**config.mk**
```make
export PLATFORM = sky130hd
export DESIGN_NAME = cpu_jump_call_return_unit
export DESIGN_NICKNAME = d
export VERILOG_FILES = /design/src/hw/rtl/cjr_pkg.sv /design/src/hw/rtl/cpu_jump_call_return_unit.sv /design/src/hw/rtl/cjr_front.sv /design/src/hw/rtl/cjr_queue.sv /design/src/hw/rtl/cjr_back.sv
export VERILOG_INCLUDE_DIRS = /design/src /design/src/hw/rtl
export SDC_FILE = /design/constraint.sdc
export NUM_CORES = 1
export LEC_CHECK = 0
export ABC_AREA = 1
export BUFFER_PORTS_ARGS = -buffer_cell sky130_fd_sc_hd__buf_4
export CORE_ASPECT_RATIO = 1.75
export CORE_UTILIZATION = 55
export DETAILED_ROUTE_END_ITERATION = 6
export PLACE_DENSITY = 0.78
export SLEW_MARGIN = 20
export SYNTH_ARGS = -nofsm -noshare
export SYNTH_HDL_FRONTEND = slang
export SYNTH_SLANG_ARGS = --single-unit
```
**constraint.sdc**
```tcl
create_clock -name clk -period 26.3 [get_ports clk]
set_input_delay 7.89 -clock clk [delete_from_list [all_inputs] [get_ports clk]]
set_output_delay 7.89 -clock clk [all_outputs]
set_load 0.005 [all_outputs]
```
**src/hw/rtl/cpu_jump_call_return_unit_assert.svh**
```systemverilog
// assertion macros shared by the jump/call/return unit modules
// expects clk and rst_n in the scope where a macro is used
`ifndef CPU_JUMP_CALL_RETURN_UNIT_ASSERT_SVH
`define CPU_JUMP_CALL_RETURN_UNIT_ASSERT_SVH

// expression holds at every clock edge out of reset
`define CJR_ASSERT_ALWAYS(lbl, expr, msg) \
  lbl: assert property (@(posedge clk) disable iff (!rst_n) (expr)) else $error(msg);

// antecedent implies consequent in the same cycle
`define CJR_ASSERT_IMPLY(lbl, ante, cons, msg) \
  lbl: assert property (@(posedge clk) disable iff (!rst_n) (ante) |-> (cons)) else $error(msg);

`endif

```
**src/hw/rtl/cjr_pkg.sv**
```systemverilog
// shared types and constants of the jump/call/return unit
// no dependencies
package cjr_pkg;

  // result kinds
  localparam logic [1:0] KIND_READ    = 2'd0;
  localparam logic [1:0] KIND_WRITE   = 2'd1;
  localparam logic [1:0] KIND_DONE    = 2'd2;
  localparam logic [1:0] KIND_ILLEGAL = 2'd3;

  // command codes
  localparam logic CMD_START = 1'b0;
  localparam logic CMD_DATA  = 1'b1;

  // opcodes
  localparam logic [7:0] OP_JSR_ABS  = 8'h20;
  localparam logic [7:0] OP_JSL      = 8'h22;
  localparam logic [7:0] OP_JMP_ABS  = 8'h4c;
  localparam logic [7:0] OP_JML      = 8'h5c;
  localparam logic [7:0] OP_RTS      = 8'h60;
  localparam logic [7:0] OP_RTL      = 8'h6b;
  localparam logic [7:0] OP_JMP_IND  = 8'h6c;
  localparam logic [7:0] OP_JMP_IDX  = 8'h7c;
  localparam logic [7:0] OP_JML_IND  = 8'hdc;
  localparam logic [7:0] OP_JSR_IDX  = 8'hfc;

  // default depth of the queue between front and back
  localparam int QUEUE_DEPTH_DEF = 2;

  // one queued transaction worth of results: stack writes then one tail result
  typedef struct packed {
    logic [1:0]  n_wr;       // number of stack writes, 0..3
    logic [15:0] wr_sp;      // stack pointer of the first write
    logic [23:0] wr_data;    // write bytes, first written byte in [7:0]
    logic [1:0]  tail_kind;  // read, done or illegal
    logic [23:0] tail_addr;
    logic [15:0] tail_pc;
    logic [7:0]  tail_bank;
    logic [15:0] tail_sp;
  } desc_t;

endpackage

```
**src/hw/rtl/cpu_jump_call_return_unit.sv**
```systemverilog
// Jump, call and return unit for the ten 16-bit CPU branch opcodes (JSR, JSL, JMP, JML,
// RTS, RTL and the indirect forms). A start transaction (command 0) carries the opcode and
// CPU state; the unit answers with stack-write requests (bank 0, high byte first, pointer
// decrementing), memory-read requests, and finally a done result with the new PC, bank and
// stack pointer, or one illegal result for any other opcode. Each read request is answered
// by a data transaction (command 1); data while no read is pending is dropped. The last
// result of each transaction has out_last set. The front end decodes one transaction per
// clock and places a descriptor in a small queue; the back end emits one result per clock
// from the queue head into an output register while out_stall is low. A transaction is accepted
// every cycle while the queue has room; a start produces k results (1 to 4), so the output
// port, at one result per clock, sets the sustained rate. A descriptor passes through a
// queue slot and then the output register before its first result appears.
// depends on cjr_pkg, cjr_front, cjr_queue, cjr_back
module cpu_jump_call_return_unit #(
  parameter int QUEUE_DEPTH = cjr_pkg::QUEUE_DEPTH_DEF
) (
  input  logic        clk,
  input  logic        rst_n,
  input  logic        in_valid,
  output logic        in_stall,
  input  logic        in_command,
  input  logic [7:0]  in_opcode,
  input  logic [23:0] in_operand_bytes,
  input  logic [15:0] in_operand_address,
  input  logic [7:0]  in_program_bank,
  input  logic [15:0] in_stack_pointer,
  input  logic [15:0] in_index_x,
  input  logic [7:0]  in_read_data,
  output logic        out_valid,
  input  logic        out_stall,
  output logic [1:0]  out_kind,
  output logic [23:0] out_bus_address,
  output logic [7:0]  out_write_byte,
  output logic [15:0] out_new_pc,
  output logic [7:0]  out_new_bank,
  output logic [15:0] out_new_sp,
  output logic        out_last
);
  import cjr_pkg::*;

  desc_t push_desc;
  desc_t head_desc;
  logic  q_push;
  logic  q_pop;
  logic  q_empty;
  logic  q_full;

  // decode front end
  cjr_front u_front (
    .clk               (clk),
    .rst_n             (rst_n),
    .in_valid          (in_valid),
    .in_stall          (in_stall),
    .in_command        (in_command),
    .in_opcode         (in_opcode),
    .in_operand_bytes  (in_operand_bytes),
    .in_operand_address(in_operand_address),
    .in_program_bank   (in_program_bank),
    .in_stack_pointer  (in_stack_pointer),
    .in_index_x        (in_index_x),
    .in_read_data      (in_read_data),
    .q_full            (q_full),
    .q_push            (q_push),
    .q_desc            (push_desc)
  );

  // descriptor queue
  cjr_queue #(
    .DEPTH(QUEUE_DEPTH)
  ) u_queue (
    .clk    (clk),
    .rst_n  (rst_n),
    .push_i (q_push),
    .din_i  (push_desc),
    .pop_i  (q_pop),
    .head_o (head_desc),
    .empty_o(q_empty),
    .full_o (q_full)
  );

  // result back end
  cjr_back u_back (
    .clk            (clk),
    .rst_n          (rst_n),
    .head_i         (head_desc),
    .empty_i        (q_empty),
    .pop_o          (q_pop),
    .out_valid      (out_valid),
    .out_stall      (out_stall),
    .out_kind       (out_kind),
    .out_bus_address(out_bus_address),
    .out_write_byte (out_write_byte),
    .out_new_pc     (out_new_pc),
    .out_new_bank   (out_new_bank),
    .out_new_sp     (out_new_sp),
    .out_last       (out_last)
  );

endmodule

```
**src/hw/rtl/cjr_front.sv**
```systemverilog
// front end: accepts transactions, decodes opcodes, tracks pending reads
// builds at most one result descriptor per transaction; uses cjr_pkg
module cjr_front (
  input  logic               clk,
  input  logic               rst_n,
  input  logic               in_valid,
  output logic               in_stall,
  input  logic               in_command,
  input  logic [7:0]         in_opcode,
  input  logic [23:0]        in_operand_bytes,
  input  logic [15:0]        in_operand_address,
  input  logic [7:0]         in_program_bank,
  input  logic [15:0]        in_stack_pointer,
  input  logic [15:0]        in_index_x,
  input  logic [7:0]         in_read_data,
  input  logic               q_full,
  output logic               q_push,
  output cjr_pkg::desc_t     q_desc
);
  import cjr_pkg::*;

  logic        busy_r, busy_nxt;
  logic [7:0]  pend_op_r, pend_op_nxt;
  logic [1:0]  bytes_read_r, bytes_read_nxt;
  logic [23:0] gathered_r, gathered_nxt;
  logic [23:0] ptr_r, ptr_nxt;
  logic [7:0]  saved_bank_r, saved_bank_nxt;
  logic [15:0] saved_sp_r, saved_sp_nxt;

  logic        accept;
  logic [15:0] ret1, ret2, idx_addr;
  logic [1:0]  n_cnt;
  logic        need_three;
  logic [23:0] merged;
  logic [15:0] word;

  assign in_stall = q_full;
  assign accept   = in_valid && !q_full;

  // return addresses and indexed pointer
  assign ret1     = in_operand_address + 16'd1;
  assign ret2     = in_operand_address + 16'd2;
  assign idx_addr = in_operand_bytes[15:0] + in_index_x;

  // read data merge
  assign n_cnt      = bytes_read_r + 2'd1;
  assign need_three = (pend_op_r == OP_RTL) || (pend_op_r == OP_JML_IND);
  always_comb begin
    merged = gathered_r;
    case (bytes_read_r)
      2'd0:    merged[7:0]   = gathered_r[7:0] | in_read_data;
      2'd1:    merged[15:8]  = gathered_r[15:8] | in_read_data;
      2'd2:    merged[23:16] = gathered_r[23:16] | in_read_data;
      default: merged = gathered_r;
    endcase
  end
  assign word = merged[15:0];

  // decode and next state
  always_comb begin
    busy_nxt       = busy_r;
    pend_op_nxt    = pend_op_r;
    bytes_read_nxt = bytes_read_r;
    gathered_nxt   = gathered_r;
    ptr_nxt        = ptr_r;
    saved_bank_nxt = saved_bank_r;
    saved_sp_nxt   = saved_sp_r;
    q_push         = 1'b0;
    q_desc         = '0;
    if (accept) begin
      if (in_command == CMD_START) begin
        q_push         = 1'b1;
        busy_nxt       = 1'b0;
        bytes_read_nxt = 2'd0;
        gathered_nxt   = 24'd0;
        case (in_opcode)
          OP_JSR_ABS: begin
            q_desc.n_wr      = 2'd2;
            q_desc.wr_sp     = in_stack_pointer;
            q_desc.wr_data   = {8'h00, ret1[7:0], ret1[15:8]};
            q_desc.tail_kind = KIND_DONE;
            q_desc.tail_pc   = in_operand_bytes[15:0];
            q_desc.tail_bank = in_program_bank;
            q_desc.tail_sp   = in_stack_pointer - 16'd2;
          end
          OP_JSL: begin
            q_desc.n_wr      = 2'd3;
            q_desc.wr_sp     = in_stack_pointer;
            q_desc.wr_data   = {ret2[7:0], ret2[15:8], in_program_bank};
            q_desc.tail_kind = KIND_DONE;
            q_desc.tail_pc   = in_operand_bytes[15:0];
            q_desc.tail_bank = in_operand_bytes[23:16];
            q_desc.tail_sp   = in_stack_pointer - 16'd3;
          end
          OP_JMP_ABS: begin
            q_desc.tail_kind = KIND_DONE;
            q_desc.tail_pc   = in_operand_bytes[15:0];
            q_desc.tail_bank = in_program_bank;
            q_desc.tail_sp   = in_stack_pointer;
          end
          OP_JML: begin
            q_desc.tail_kind = KIND_DONE;
            q_desc.tail_pc   = in_operand_bytes[15:0];
            q_desc.tail_bank = in_operand_bytes[23:16];
            q_desc.tail_sp   = in_stack_pointer;
          end
          OP_RTS, OP_RTL: begin
            busy_nxt         = 1'b1;
            pend_op_nxt      = in_opcode;
            ptr_nxt          = {8'h00, in_stack_pointer + 16'd1};
            saved_bank_nxt   = in_program_bank;
            saved_sp_nxt     = (in_opcode == OP_RTL) ? in_stack_pointer + 16'd3
                                                     : in_stack_pointer + 16'd2;
            q_desc.tail_kind = KIND_READ;
            q_desc.tail_addr = {8'h00, in_stack_pointer + 16'd1};
          end
          OP_JMP_IND, OP_JML_IND: begin
            busy_nxt         = 1'b1;
            pend_op_nxt      = in_opcode;
            ptr_nxt          = {8'h00, in_operand_bytes[15:0]};
            saved_bank_nxt   = in_program_bank;
            saved_sp_nxt     = in_stack_pointer;
            q_desc.tail_kind = KIND_READ;
            q_desc.tail_addr = {8'h00, in_operand_bytes[15:0]};
          end
          OP_JMP_IDX: begin
            busy_nxt         = 1'b1;
            pend_op_nxt      = in_opcode;
            ptr_nxt          = {in_program_bank, idx_addr};
            saved_bank_nxt   = in_program_bank;
            saved_sp_nxt     = in_stack_pointer;
            q_desc.tail_kind = KIND_READ;
            q_desc.tail_addr = {in_program_bank, idx_addr};
          end
          OP_JSR_IDX: begin
            busy_nxt         = 1'b1;
            pend_op_nxt      = in_opcode;
            ptr_nxt          = {in_program_bank, idx_addr};
            saved_bank_nxt   = in_program_bank;
            saved_sp_nxt     = in_stack_pointer - 16'd2;
            q_desc.n_wr      = 2'd2;
            q_desc.wr_sp     = in_stack_pointer;
            q_desc.wr_data   = {8'h00, ret1[7:0], ret1[15:8]};
            q_desc.tail_kind = KIND_READ;
            q_desc.tail_addr = {in_program_bank, idx_addr};
          end
          default: begin
            pend_op_nxt      = 8'h00;
            q_desc.tail_kind = KIND_ILLEGAL;
          end
        endcase
      end else if (busy_r) begin
        q_push       = 1'b1;
        gathered_nxt = merged;
        if ((!need_three && n_cnt < 2'd2) || (need_three && n_cnt < 2'd3)) begin
          bytes_read_nxt   = n_cnt;
          q_desc.tail_kind = KIND_READ;
          q_desc.tail_addr = {ptr_r[23:16], ptr_r[15:0] + {14'd0, n_cnt}};
        end else begin
          busy_nxt         = 1'b0;
          bytes_read_nxt   = 2'd0;
          q_desc.tail_kind = KIND_DONE;
          q_desc.tail_sp   = saved_sp_r;
          case (pend_op_r)
            OP_RTS: begin
              q_desc.tail_pc   = word + 16'd1;
              q_desc.tail_bank = saved_bank_r;
            end
            OP_RTL: begin
              q_desc.tail_pc   = word + 16'd1;
              q_desc.tail_bank = merged[23:16];
            end
            OP_JML_IND: begin
              q_desc.tail_pc   = word;
              q_desc.tail_bank = merged[23:16];
            end
            default: begin
              q_desc.tail_pc   = word;
              q_desc.tail_bank = saved_bank_r;
            end
          endcase
        end
      end
    end
  end

  // control state
  always_ff @(posedge clk) begin
    if (!rst_n) begin
      busy_r       <= 1'b0;
      pend_op_r    <= 8'h00;
      bytes_read_r <= 2'd0;
    end else begin
      busy_r       <= busy_nxt;
      pend_op_r    <= pend_op_nxt;
      bytes_read_r <= bytes_read_nxt;
    end
  end

  // pointer and gathered bytes
  always_ff @(posedge clk) begin
    gathered_r   <= gathered_nxt;
    ptr_r        <= ptr_nxt;
    saved_bank_r <= saved_bank_nxt;
    saved_sp_r   <= saved_sp_nxt;
  end

endmodule

```
**src/hw/rtl/cjr_queue.sv**
```systemverilog
// small descriptor queue between the front and back ends
// uses cjr_pkg and the shared assertion macros
module cjr_queue #(
  parameter int DEPTH = cjr_pkg::QUEUE_DEPTH_DEF
) (
  input  logic               clk,
  input  logic               rst_n,
  input  logic               push_i,
  input  cjr_pkg::desc_t     din_i,
  input  logic               pop_i,
  output cjr_pkg::desc_t     head_o,
  output logic               empty_o,
  output logic               full_o
);
  import cjr_pkg::*;
  `include "cpu_jump_call_return_unit_assert.svh"

  localparam int PtrW = (DEPTH > 1) ? $clog2(DEPTH) : 1;
  localparam int CntW = $clog2(DEPTH + 1);
  localparam logic [PtrW-1:0] LastPtr = PtrW'(DEPTH - 1);
  localparam logic [CntW-1:0] FullCnt = CntW'(DEPTH);

  desc_t             slot_r [DEPTH];
  logic [PtrW-1:0]   wr_ptr_r, wr_ptr_nxt;
  logic [PtrW-1:0]   rd_ptr_r, rd_ptr_nxt;
  logic [CntW-1:0]   count_r, count_nxt;

  assign empty_o = (count_r == '0);
  assign full_o  = (count_r == FullCnt);
  assign head_o  = slot_r[rd_ptr_r];

  // pointer and fill count update
  always_comb begin
    wr_ptr_nxt = wr_ptr_r;
    rd_ptr_nxt = rd_ptr_r;
    count_nxt  = count_r;
    if (push_i) begin
      wr_ptr_nxt = (wr_ptr_r == LastPtr) ? '0 : wr_ptr_r + 1'b1;
    end
    if (pop_i) begin
      rd_ptr_nxt = (rd_ptr_r == LastPtr) ? '0 : rd_ptr_r + 1'b1;
    end
    if (push_i && !pop_i) begin
      count_nxt = count_r + 1'b1;
    end else if (pop_i && !push_i) begin
      count_nxt = count_r - 1'b1;
    end
  end

  always_ff @(posedge clk) begin
    if (!rst_n) begin
      wr_ptr_r <= '0;
      rd_ptr_r <= '0;
      count_r  <= '0;
    end else begin
      wr_ptr_r <= wr_ptr_nxt;
      rd_ptr_r <= rd_ptr_nxt;
      count_r  <= count_nxt;
    end
  end

  // descriptor storage
  always_ff @(posedge clk) begin
    if (push_i) begin
      slot_r[wr_ptr_r] <= din_i;
    end
  end

  `CJR_ASSERT_IMPLY(a_no_overflow, push_i, !full_o, "queue push while full")
  `CJR_ASSERT_IMPLY(a_no_underflow, pop_i, !empty_o, "queue pop while empty")
  `CJR_ASSERT_ALWAYS(a_count_range, count_r <= FullCnt, "queue count out of range")

endmodule

```
**src/hw/rtl/cjr_back.sv**
```systemverilog
// back end: expands descriptors into results, one per cycle while the output is not stalled, into an output register
// uses cjr_pkg and the shared assertion macros
module cjr_back (
  input  logic               clk,
  input  logic               rst_n,
  input  cjr_pkg::desc_t     head_i,
  input  logic               empty_i,
  output logic               pop_o,
  output logic               out_valid,
  input  logic               out_stall,
  output logic [1:0]         out_kind,
  output logic [23:0]        out_bus_address,
  output logic [7:0]         out_write_byte,
  output logic [15:0]        out_new_pc,
  output logic [7:0]         out_new_bank,
  output logic [15:0]        out_new_sp,
  output logic               out_last
);
  import cjr_pkg::*;
  `include "cpu_jump_call_return_unit_assert.svh"

  logic [1:0]  step_r, step_nxt;
  logic        valid_r, valid_nxt;
  logic [1:0]  kind_r, kind_nxt;
  logic [23:0] addr_r, addr_nxt;
  logic [7:0]  wbyte_r, wbyte_nxt;
  logic [15:0] pc_r, pc_nxt;
  logic [7:0]  bank_r, bank_nxt;
  logic [15:0] sp_r, sp_nxt;
  logic        last_r, last_nxt;
  logic        load;
  logic        is_tail;
  logic [15:0] wr_addr;
  logic [7:0]  wr_byte;

  assign load    = !valid_r || !out_stall;
  assign is_tail = (step_r == head_i.n_wr);
  assign wr_addr = head_i.wr_sp - {14'd0, step_r};

  // byte of the current stack write
  always_comb begin
    case (step_r)
      2'd0:    wr_byte = head_i.wr_data[7:0];
      2'd1:    wr_byte = head_i.wr_data[15:8];
      2'd2:    wr_byte = head_i.wr_data[23:16];
      default: wr_byte = 8'h00;
    endcase
  end

  // next result and sequencing
  always_comb begin
    step_nxt  = step_r;
    valid_nxt = valid_r;
    kind_nxt  = kind_r;
    addr_nxt  = addr_r;
    wbyte_nxt = wbyte_r;
    pc_nxt    = pc_r;
    bank_nxt  = bank_r;
    sp_nxt    = sp_r;
    last_nxt  = last_r;
    pop_o     = 1'b0;
    if (load) begin
      valid_nxt = !empty_i;
      if (!empty_i) begin
        if (is_tail) begin
          kind_nxt  = head_i.tail_kind;
          addr_nxt  = head_i.tail_addr;
          wbyte_nxt = 8'h00;
          pc_nxt    = head_i.tail_pc;
          bank_nxt  = head_i.tail_bank;
          sp_nxt    = head_i.tail_sp;
          last_nxt  = 1'b1;
          step_nxt  = 2'd0;
          pop_o     = 1'b1;
        end else begin
          kind_nxt  = KIND_WRITE;
          addr_nxt  = {8'h00, wr_addr};
          wbyte_nxt = wr_byte;
          pc_nxt    = 16'd0;
          bank_nxt  = 8'h00;
          sp_nxt    = 16'd0;
          last_nxt  = 1'b0;
          step_nxt  = step_r + 2'd1;
        end
      end
    end
  end

  always_ff @(posedge clk) begin
    if (!rst_n) begin
      step_r  <= 2'd0;
      valid_r <= 1'b0;
    end else begin
      step_r  <= step_nxt;
      valid_r <= valid_nxt;
    end
  end

  // output payload register
  always_ff @(posedge clk) begin
    kind_r  <= kind_nxt;
    addr_r  <= addr_nxt;
    wbyte_r <= wbyte_nxt;
    pc_r    <= pc_nxt;
    bank_r  <= bank_nxt;
    sp_r    <= sp_nxt;
    last_r  <= last_nxt;
  end

  assign out_valid       = valid_r;
  assign out_kind        = kind_r;
  assign out_bus_address = addr_r;
  assign out_write_byte  = wbyte_r;
  assign out_new_pc      = pc_r;
  assign out_new_bank    = bank_r;
  assign out_new_sp      = sp_r;
  assign out_last        = last_r;

  `CJR_ASSERT_IMPLY(a_step_needs_head, step_r != 2'd0, !empty_i,
    "write sequence in progress with no descriptor")
  `CJR_ASSERT_IMPLY(a_step_in_range, !empty_i, step_r <= head_i.n_wr,
    "write step beyond descriptor")
  `CJR_ASSERT_IMPLY(a_last_on_tail, valid_r, last_r == (kind_r != KIND_WRITE),
    "last flag does not match result kind")

endmodule

```
==> results of run 1 <==
[sequential cells by signal, summed over array words and instances (netlist names), 8 cells and up, named ones only]
| register | flops |
|---|---|
| u_back.out_bus_address | 24 |
| u_front.saved_sp_r | 16 |
| u_front.saved_bank_r | 8 |
| u_queue.slot_r | 216 |
| u_front.ptr_r | 24 |
| u_back.out_new_bank | 8 |
| u_back.out_write_byte | 8 |
| u_back.out_new_pc | 16 |
| u_front.pend_op_r | 8 |
| u_back.out_new_sp | 16 |
| u_front.gathered_r | 24 |
[cell usage after synthesis, drive strengths merged (4+ instances only)]
master and count:
a22oi 9, nand2 594, clkbuf 34, a31oi 5
o31ai 5, dfxtp 19, nor3 25, ha 36
nand4 22, clkinv 7, inv 195, mux2i 4
buf 40, o22ai 21, o211ai 21, o21a 5
o21bai 16, nand3 135, o21ai 120, or2 17
edfxtp 363, o221ai 5, xnor2 8, a21oi 150
xor2 63, a21o 4, nor2 271, nand3b 6
[worst register-to-register path, cell delays in order, from the launching register on]
cell and delay (ns):
dfxtp_4 0.43, inv_2 0.56, buf_4 0.71, nand2_1 0.17
nand2_1 0.14, xor2_1 0.19, nand2_2 0.09, inv_2 0.27
nand2_1 0.20, ha_1 0.38, a21oi_1 0.12, o21ai_0 0.12
o21ai_0 0.18, a21oi_1 0.07
[where the power goes]
part | internal [mW] | total, mW | switching, mW
Clock | 0.304 | 0.524 | 0.220
Combinational | 0.182 | 0.541 | 0.360
Sequential | 0.809 | 0.843 | 0.0332
[cells in the final DEF, fill, tap and decap left out, types with 22 or more instances in the layout]
cell type  instances
ha_1              36
o21ai_0           98
edfxtp_1         363
clkbuf_16         35
xor2_1            63
inv_1            175
buf_4            186
nand3_1          130
a21oi_1          149
nand4_1           22
nor2_1           259
nand2_1          577
[final cells by class]
cell class                 count  area (µm²)
clock inverter                19         263
inverter                     202         762
clock buffer                  39         891
sequential                   382       11300
tap                          470         588
fill                        3043       13100
timing repair buffer         186        1400
multi-input combinational   1555        7860
[through the flow]
step                      hold slack [ns]  setup WS, ns  area (µm²)
after floorplan                     0.454         12.50       20200
after global placement              0.470         15.33       21900
after detailed placement            0.485         15.24       21900
after CTS                           0.494         15.80       23000
after global routing                0.517         15.58       23000
final                               0.495         15.79       23000
[cells by family (layout without fill, tap and decap cells)]
logic type               after synthesis  count (layout)  share of synthesized area
buffers and inverters                276             446                     0.0552
flip-flops                           382             382                      0.557
multiplexers                           4               4                    0.00198
AND/OR/NAND/NOR                     1073            1073                      0.226
XOR/XNOR                              71              71                     0.0307
adder cells (fa/ha/maj)               39              39                     0.0252
AO/OA/AOI/OAI                        368             368                      0.104
[per-layer routing]
metal	wire (µm)	track usage	up-vias
met2	32300	0.593	676
met1	22500	0.378	7996
li1	-	-	7789
met5	0	0	-
met3	3190	0.0292	147
met4	2980	0.161	0
[worst max-delay path by stage]
stage | to
floorplan | u_queue.slot_r[1][0]
global placement | u_queue.slot_r[1][14]
detailed placement | u_queue.slot_r[0][100]
finish | u_queue.slot_r[0][102]
global route | u_queue.slot_r[1][101]
CTS | u_queue.slot_r[0][102]
==> impl_metrics.env, run 1 <==
export IMPL_synth_edf_count=363
export IMPL_ir_drop_mv=0.0719
export IMPL_cts_hold_buf=0
export IMPL_maxSlewViolCount=0
export IMPL_yosysWarningCount=0
export IMPL_synth_distinct_cells=57
export IMPL_holdPathEnd="u_front.bytes_read_r[0]"
export IMPL_vias_per_cell=5.82
export IMPL_maxCapViolCount=0
export IMPL_dr_total_vias=16600
export IMPL_fin_nets=2501
export IMPL_min_period_over_period=0.400
export IMPL_crit_required_ns=26.44
export IMPL_synthArstFlopShare=0
export IMPL_grt_max_degree=87
export IMPL_synth_top_area_frac=0.539
export IMPL_worst_setup_path_type="primary input to flop"
export IMPL_dp_cells=2795
export IMPL_h_tree_depth=2
export IMPL_dr_pass1_iters=6
export IMPL_drive_gt1_frac=0.136
export IMPL_cp_cell_sequence="buf_4 > inv_1 > nor2_4 > nand2_4 > inv_2 > nor2_2 > nor2_4 > buf_4"
export IMPL_synth_area_leaders="edfxtp_1 (54%), nand2_1 (11%), nor2_1 (4.8%), a21oi_1 (3.7%), inv_1 (3.3%)"
export IMPL_leakagePower_nw=9.29
export IMPL_cts_tree="yes"
export IMPL_crit_path_end_kind="flop"
export IMPL_yosysTopAreaCell="edfxtp_1"
export IMPL_antenna_found_initial=0
export IMPL_fin_worst_skew_ns=0.0223
export IMPL_yosys_most_used_dff="edfxtp_1"
export IMPL_grt_use_total=0.325
export IMPL_setup_viol=0
export IMPL_routedWlPerCell_um=21.4
export IMPL_yosysSeqAreaShare=0.557
export IMPL_worstSetupStartpointType="primary input"
export IMPL_cp_num_cells=8
export IMPL_cp_arrival_ns=10.65
export IMPL_path_buf_inv=4
export IMPL_achievable_frequency_mhz=95.2
export IMPL_min_path_cells=2
export IMPL_rsz0062_at_grt="no"
export IMPL_core_area_um2=36100
export IMPL_crit_start="in_valid"
export IMPL_max_stage_delay_ns=0.89
export IMPL_drt_antenna_violating_nets=0
export IMPL_total_power_mw=1.91
export IMPL_r2r_end="u_queue.count_r[1]"
export IMPL_grt_pass1_vias=16200
export IMPL_min_delay_start="u_front.bytes_read_r[0]"
export IMPL_layout_cells_non_filler=2853
export IMPL_fin_crit_ns=10.51
export IMPL_cts_resized_gates=0
export IMPL_r2r_slack_ns=22.55
export IMPL_cts_root_buf="clkbuf_16"
export IMPL_syn_area_um2=20200
export IMPL_crit_slowest_cell="buf_4"
export IMPL_io_pins=178
export IMPL_crit_family="simple AND/OR/NAND/NOR gates"
export IMPL_die_w_um=147
export IMPL_port_buffers=177
export IMPL_gp_congestion=0.998
export IMPL_hold_viol=0
export IMPL_fp_dieH_um=256
export IMPL_synth_seq_cells=382
export IMPL_clkTransAtPathRegs_ns=0.06
export IMPL_clockBufferDepth=3
export IMPL_fin_tns_setup_ns=0
export IMPL_antennaDiodeCount=0
export IMPL_final_util=0.638
export IMPL_syn2layout_area_growth_pct=13.9
export IMPL_numCtsBuffers=34
export IMPL_cts_sinks=382
export IMPL_clock_latency_ns=0.54
export IMPL_status="complete, no violations"
export IMPL_drtIter0Drc=1489
export IMPL_initial_core_util=0.560
export IMPL_post_cts_buffers=0
export IMPL_grt_pass1_wl_mm=92.3
export IMPL_tightest_slew_ns=1.12
export IMPL_post_route_drc_count=0
export IMPL_reg2regPathDepth=13
export IMPL_cp_max_fo=75
export IMPL_hpwl_mm=45.3
export IMPL_routed_wl_mm=61.0
export IMPL_rows=92
export IMPL_maxSlewHeadroom=0.249
export IMPL_power_density_nw_per_um2=82.8
export IMPL_hold_class="flop to flop"
export IMPL_die_area_um2=37600
export IMPL_synth_avg_cell_area_um2=9.15
export IMPL_synthCells=2213
export IMPL_overflow=0
export IMPL_syn_num_nets=2353
Power figures use the tool's default switching activity.
==> inputs of run 2 (changes only) <==
Settings changed: ABC_AREA 1 to 0, CORE_UTILIZATION 55 to 54, PLACE_DENSITY 0.78 to 0.8.
Clock period 26.3 ns to 9.31 ns, I/O delays scaled along.
==> run 2 against run 1 <==
  * Via count down 16%
  * Sequential power rose to 2.8 times the previous value
  * Final cell count shrank 22%
  * Utilization fell by 0.96 points
  * Hold slack improved by 0.011 ns
  * Largest power group unchanged
  * Setup slack worse by 12 ns
  * Non-clock buffer count is the same
  * First-iteration DRC count decreased by 31%
  * Clock power increased to 2.5 times the previous value
==> impl_metrics.env, run 2 <==
export IMPL_setup_viol=0
export IMPL_die_w_um=144
export IMPL_cts_tree="yes"
export IMPL_worstSetupStartpointType="primary input"
export IMPL_drtIter0Drc=1021
export IMPL_power_frac_comb=0.239
export IMPL_fin_worst_skew_ns=0.0148
export IMPL_clock_latency_ns=0.58
export IMPL_clockBufferDepth=3
export IMPL_power_density_nw_per_um2=223
export IMPL_switching_share=0.287
export IMPL_drive_gt1_frac=0.155
export IMPL_core_area_um2=34700
export IMPL_dr_pass1_iters=5
export IMPL_min_path_cells=2
export IMPL_leakagePower_nw=7.56
export IMPL_yosysSeqAreaShare=0.590
export IMPL_syn_area_um2=19100
export IMPL_cp_arrival_ns=5.83
export IMPL_p_seq_frac=0.488
export IMPL_r2r_slack_ns=5.15
export IMPL_cts_resized_gates=0
export IMPL_synthCells=1624
export IMPL_synth_area_leaders="edfxtp_1 (57%), mux2i_1 (4.8%), nor2_1 (3.5%), xnor2_1 (2.4%), ha_1 (2.4%)"
export IMPL_n_fill_cell=2713
export IMPL_reg2regPathDepth=6
export IMPL_layout_common_cells="edfxtp_1 (363), buf_4 (186), nor2_1 (175)"
export IMPL_synth_avg_cell_area_um2=11.8
export IMPL_r2r_start="u_queue.count_r[0]"
export IMPL_ir_drop_mv=0.176
export IMPL_layout_cells_non_filler=2232
export IMPL_place_area_um2=20700
export IMPL_io_pins=178
export IMPL_hpwl_mm=36.4
export IMPL_p_int_mw=3.46
export IMPL_numCtsBuffers=31
export IMPL_yosysWarningCount=0
export IMPL_status="complete, no violations"
export IMPL_achievable_frequency_mhz=178
export IMPL_gp_congestion=0.973
export IMPL_yosys_most_used_dff="edfxtp_1"
export IMPL_maxSlewViolCount=0
export IMPL_hold_viol=0
export IMPL_antenna_found_initial=0
export IMPL_multi_input_comb_area_um2=7370
export IMPL_yosysTopAreaCell="edfxtp_1"
export IMPL_vias_per_cell=6.22
export IMPL_fin_nets=1887
export IMPL_dr_total_vias=13900
export IMPL_dp_cells=2174
export IMPL_syn2layout_area_growth_pct=13.8
export IMPL_worst_setup_path_type="primary input to flop"
export IMPL_antennaDiodeCount=0
export IMPL_fin_tns_setup_ns=0
export IMPL_ff_latch_area_um2=11300
export IMPL_design_area_um2=21800
export IMPL_post_cts_buffers=0
export IMPL_fin_crit_ns=5.61
export IMPL_min_period_over_period=0.603
export IMPL_cts_root_buf="clkbuf_16"
export IMPL_synthArstFlopShare=0
export IMPL_initial_core_util=0.552
export IMPL_synth_edf_count=363
export IMPL_overflow=0
export IMPL_h_tree_depth=1
export IMPL_maxCapViolCount=0
export IMPL_maxSlewHeadroom=0.273
export IMPL_rows=90
export IMPL_cts_hold_buf=0
export IMPL_grt_max_degree=78
export IMPL_routedWlPerCell_um=22.2
export IMPL_hold_class="flop to flop"
export IMPL_crit_path_end_kind="flop"
export IMPL_top_register="u_queue.slot_r"
export IMPL_fp_dieH_um=251
export IMPL_tightest_slew_ns=1.09
export IMPL_post_route_drc_count=0
export IMPL_synth_top_area_frac=0.570
export IMPL_cts_sinks=382
export IMPL_holdPathEnd="u_back.out_valid"
export IMPL_die_area_um2=36200
export IMPL_clkTransAtPathRegs_ns=0.06
export IMPL_cp_max_fo=67
export IMPL_clkPwrFrac=0.273
export IMPL_routed_wl_mm=49.5
export IMPL_rsz0062_at_grt="no"
export IMPL_total_power_mw=4.85
export IMPL_grt_use_total=0.272
export IMPL_largest_reg_flops=216
export IMPL_drt_antenna_violating_nets=0
export IMPL_synthTopCellsByCount="edfxtp_1 (363), nor2_1 (176), nand2_1 (111)"
export IMPL_r2r_end="u_queue.slot_r[1][101]"
export IMPL_switching_power_mw=1.39
export IMPL_grt_pass1_vias=13300
export IMPL_port_buffers=177
export IMPL_mostFrequentLayoutCell="edfxtp_1"
export IMPL_syn_num_nets=1764
export IMPL_yosys_cell_count_top_type="edfxtp_1"
export IMPL_synth_distinct_cells=83
export IMPL_crit_required_ns=9.52
export IMPL_grt_pass1_wl_mm=73.3
export IMPL_min_delay_start="u_back.out_valid"
export IMPL_synth_seq_cells=382
run 2: logic make-up (layout without fill, tap and decap cells):
logic type | count (synthesis) | count (layout) | share of synthesized area
buf+inv | 125 | 273 | 0.0263
compound gates | 356 | 356 | 0.126
fa+ha+maj | 39 | 39 | 0.0267
mux | 95 | 95 | 0.0500
simple gates | 525 | 525 | 0.135
flops | 382 | 382 | 0.590
xor+xnor | 102 | 102 | 0.0467
run 2: worst max-delay path by stage:
stage	from	endpoint	slack [ns]
final	in_command	u_queue.slot_r[1][101]	3.70
after global placement	in_command	u_queue.slot_r[1][104]	3.20
after floorplan	in_command	u_queue.slot_r[0][0]	0.95
after CTS	in_command	u_queue.slot_r[1][55]	3.70
after detailed placement	in_command	u_queue.slot_r[1][55]	3.11
after global routing	in_opcode[1]	u_queue.slot_r[0][47]	3.49
run 2: cell type report:
class | count | area share
clock buffer | 34 | 0.0361
clock inverter | 24 | 0.0115
inverter | 29 | 0.00500
multi-input combinational | 1117 | 0.339
sequential | 382 | 0.518
tap | 460 | 0.0264
timing repair buffer | 186 | 0.0641
run 2: power groups by stage:
stage | clock, mW | combinational [mW] | sequential (mW)
2_1_floorplan | 0 | 0.648 | 2.39
3_3_place_gp | 0 | 1.14 | 2.40
3_5_place_dp | 0 | 1.16 | 2.41
4_1_cts | 1.33 | 1.17 | 2.37
5_1_grt | 1.40 | 1.26 | 2.40
6_report | 1.32 | 1.16 | 2.37
run 2: metal layers:
metal,up-vias,wire length (µm),track usage,part of all wire
met5,-,0,0,0
met3,176,2830,0.0309,0.057
met4,0,3560,0.177,0.072
met1,6746,17600,0.302,0.36
li1,6355,-,-,-
met2,608,25500,0.484,0.52
run 2: through the flow:
stage	worst slack [ns]	util	hold slack, ns
3_3_place_gp	3.20	0.598	0.498
6_report	3.70	0.628	0.507
4_1_cts	3.70	0.628	0.510
3_5_place_dp	3.11	0.598	0.500
2_1_floorplan	0.952	-	0.473
5_1_grt	3.49	0.628	0.530
run 2: critical path, stage by stage:
cell and delay (ns):
buf_4 0.26, inv_1 0.13, o21ai_0 0.25, inv_1 0.83, and2_4 0.89, buf_4 0.60
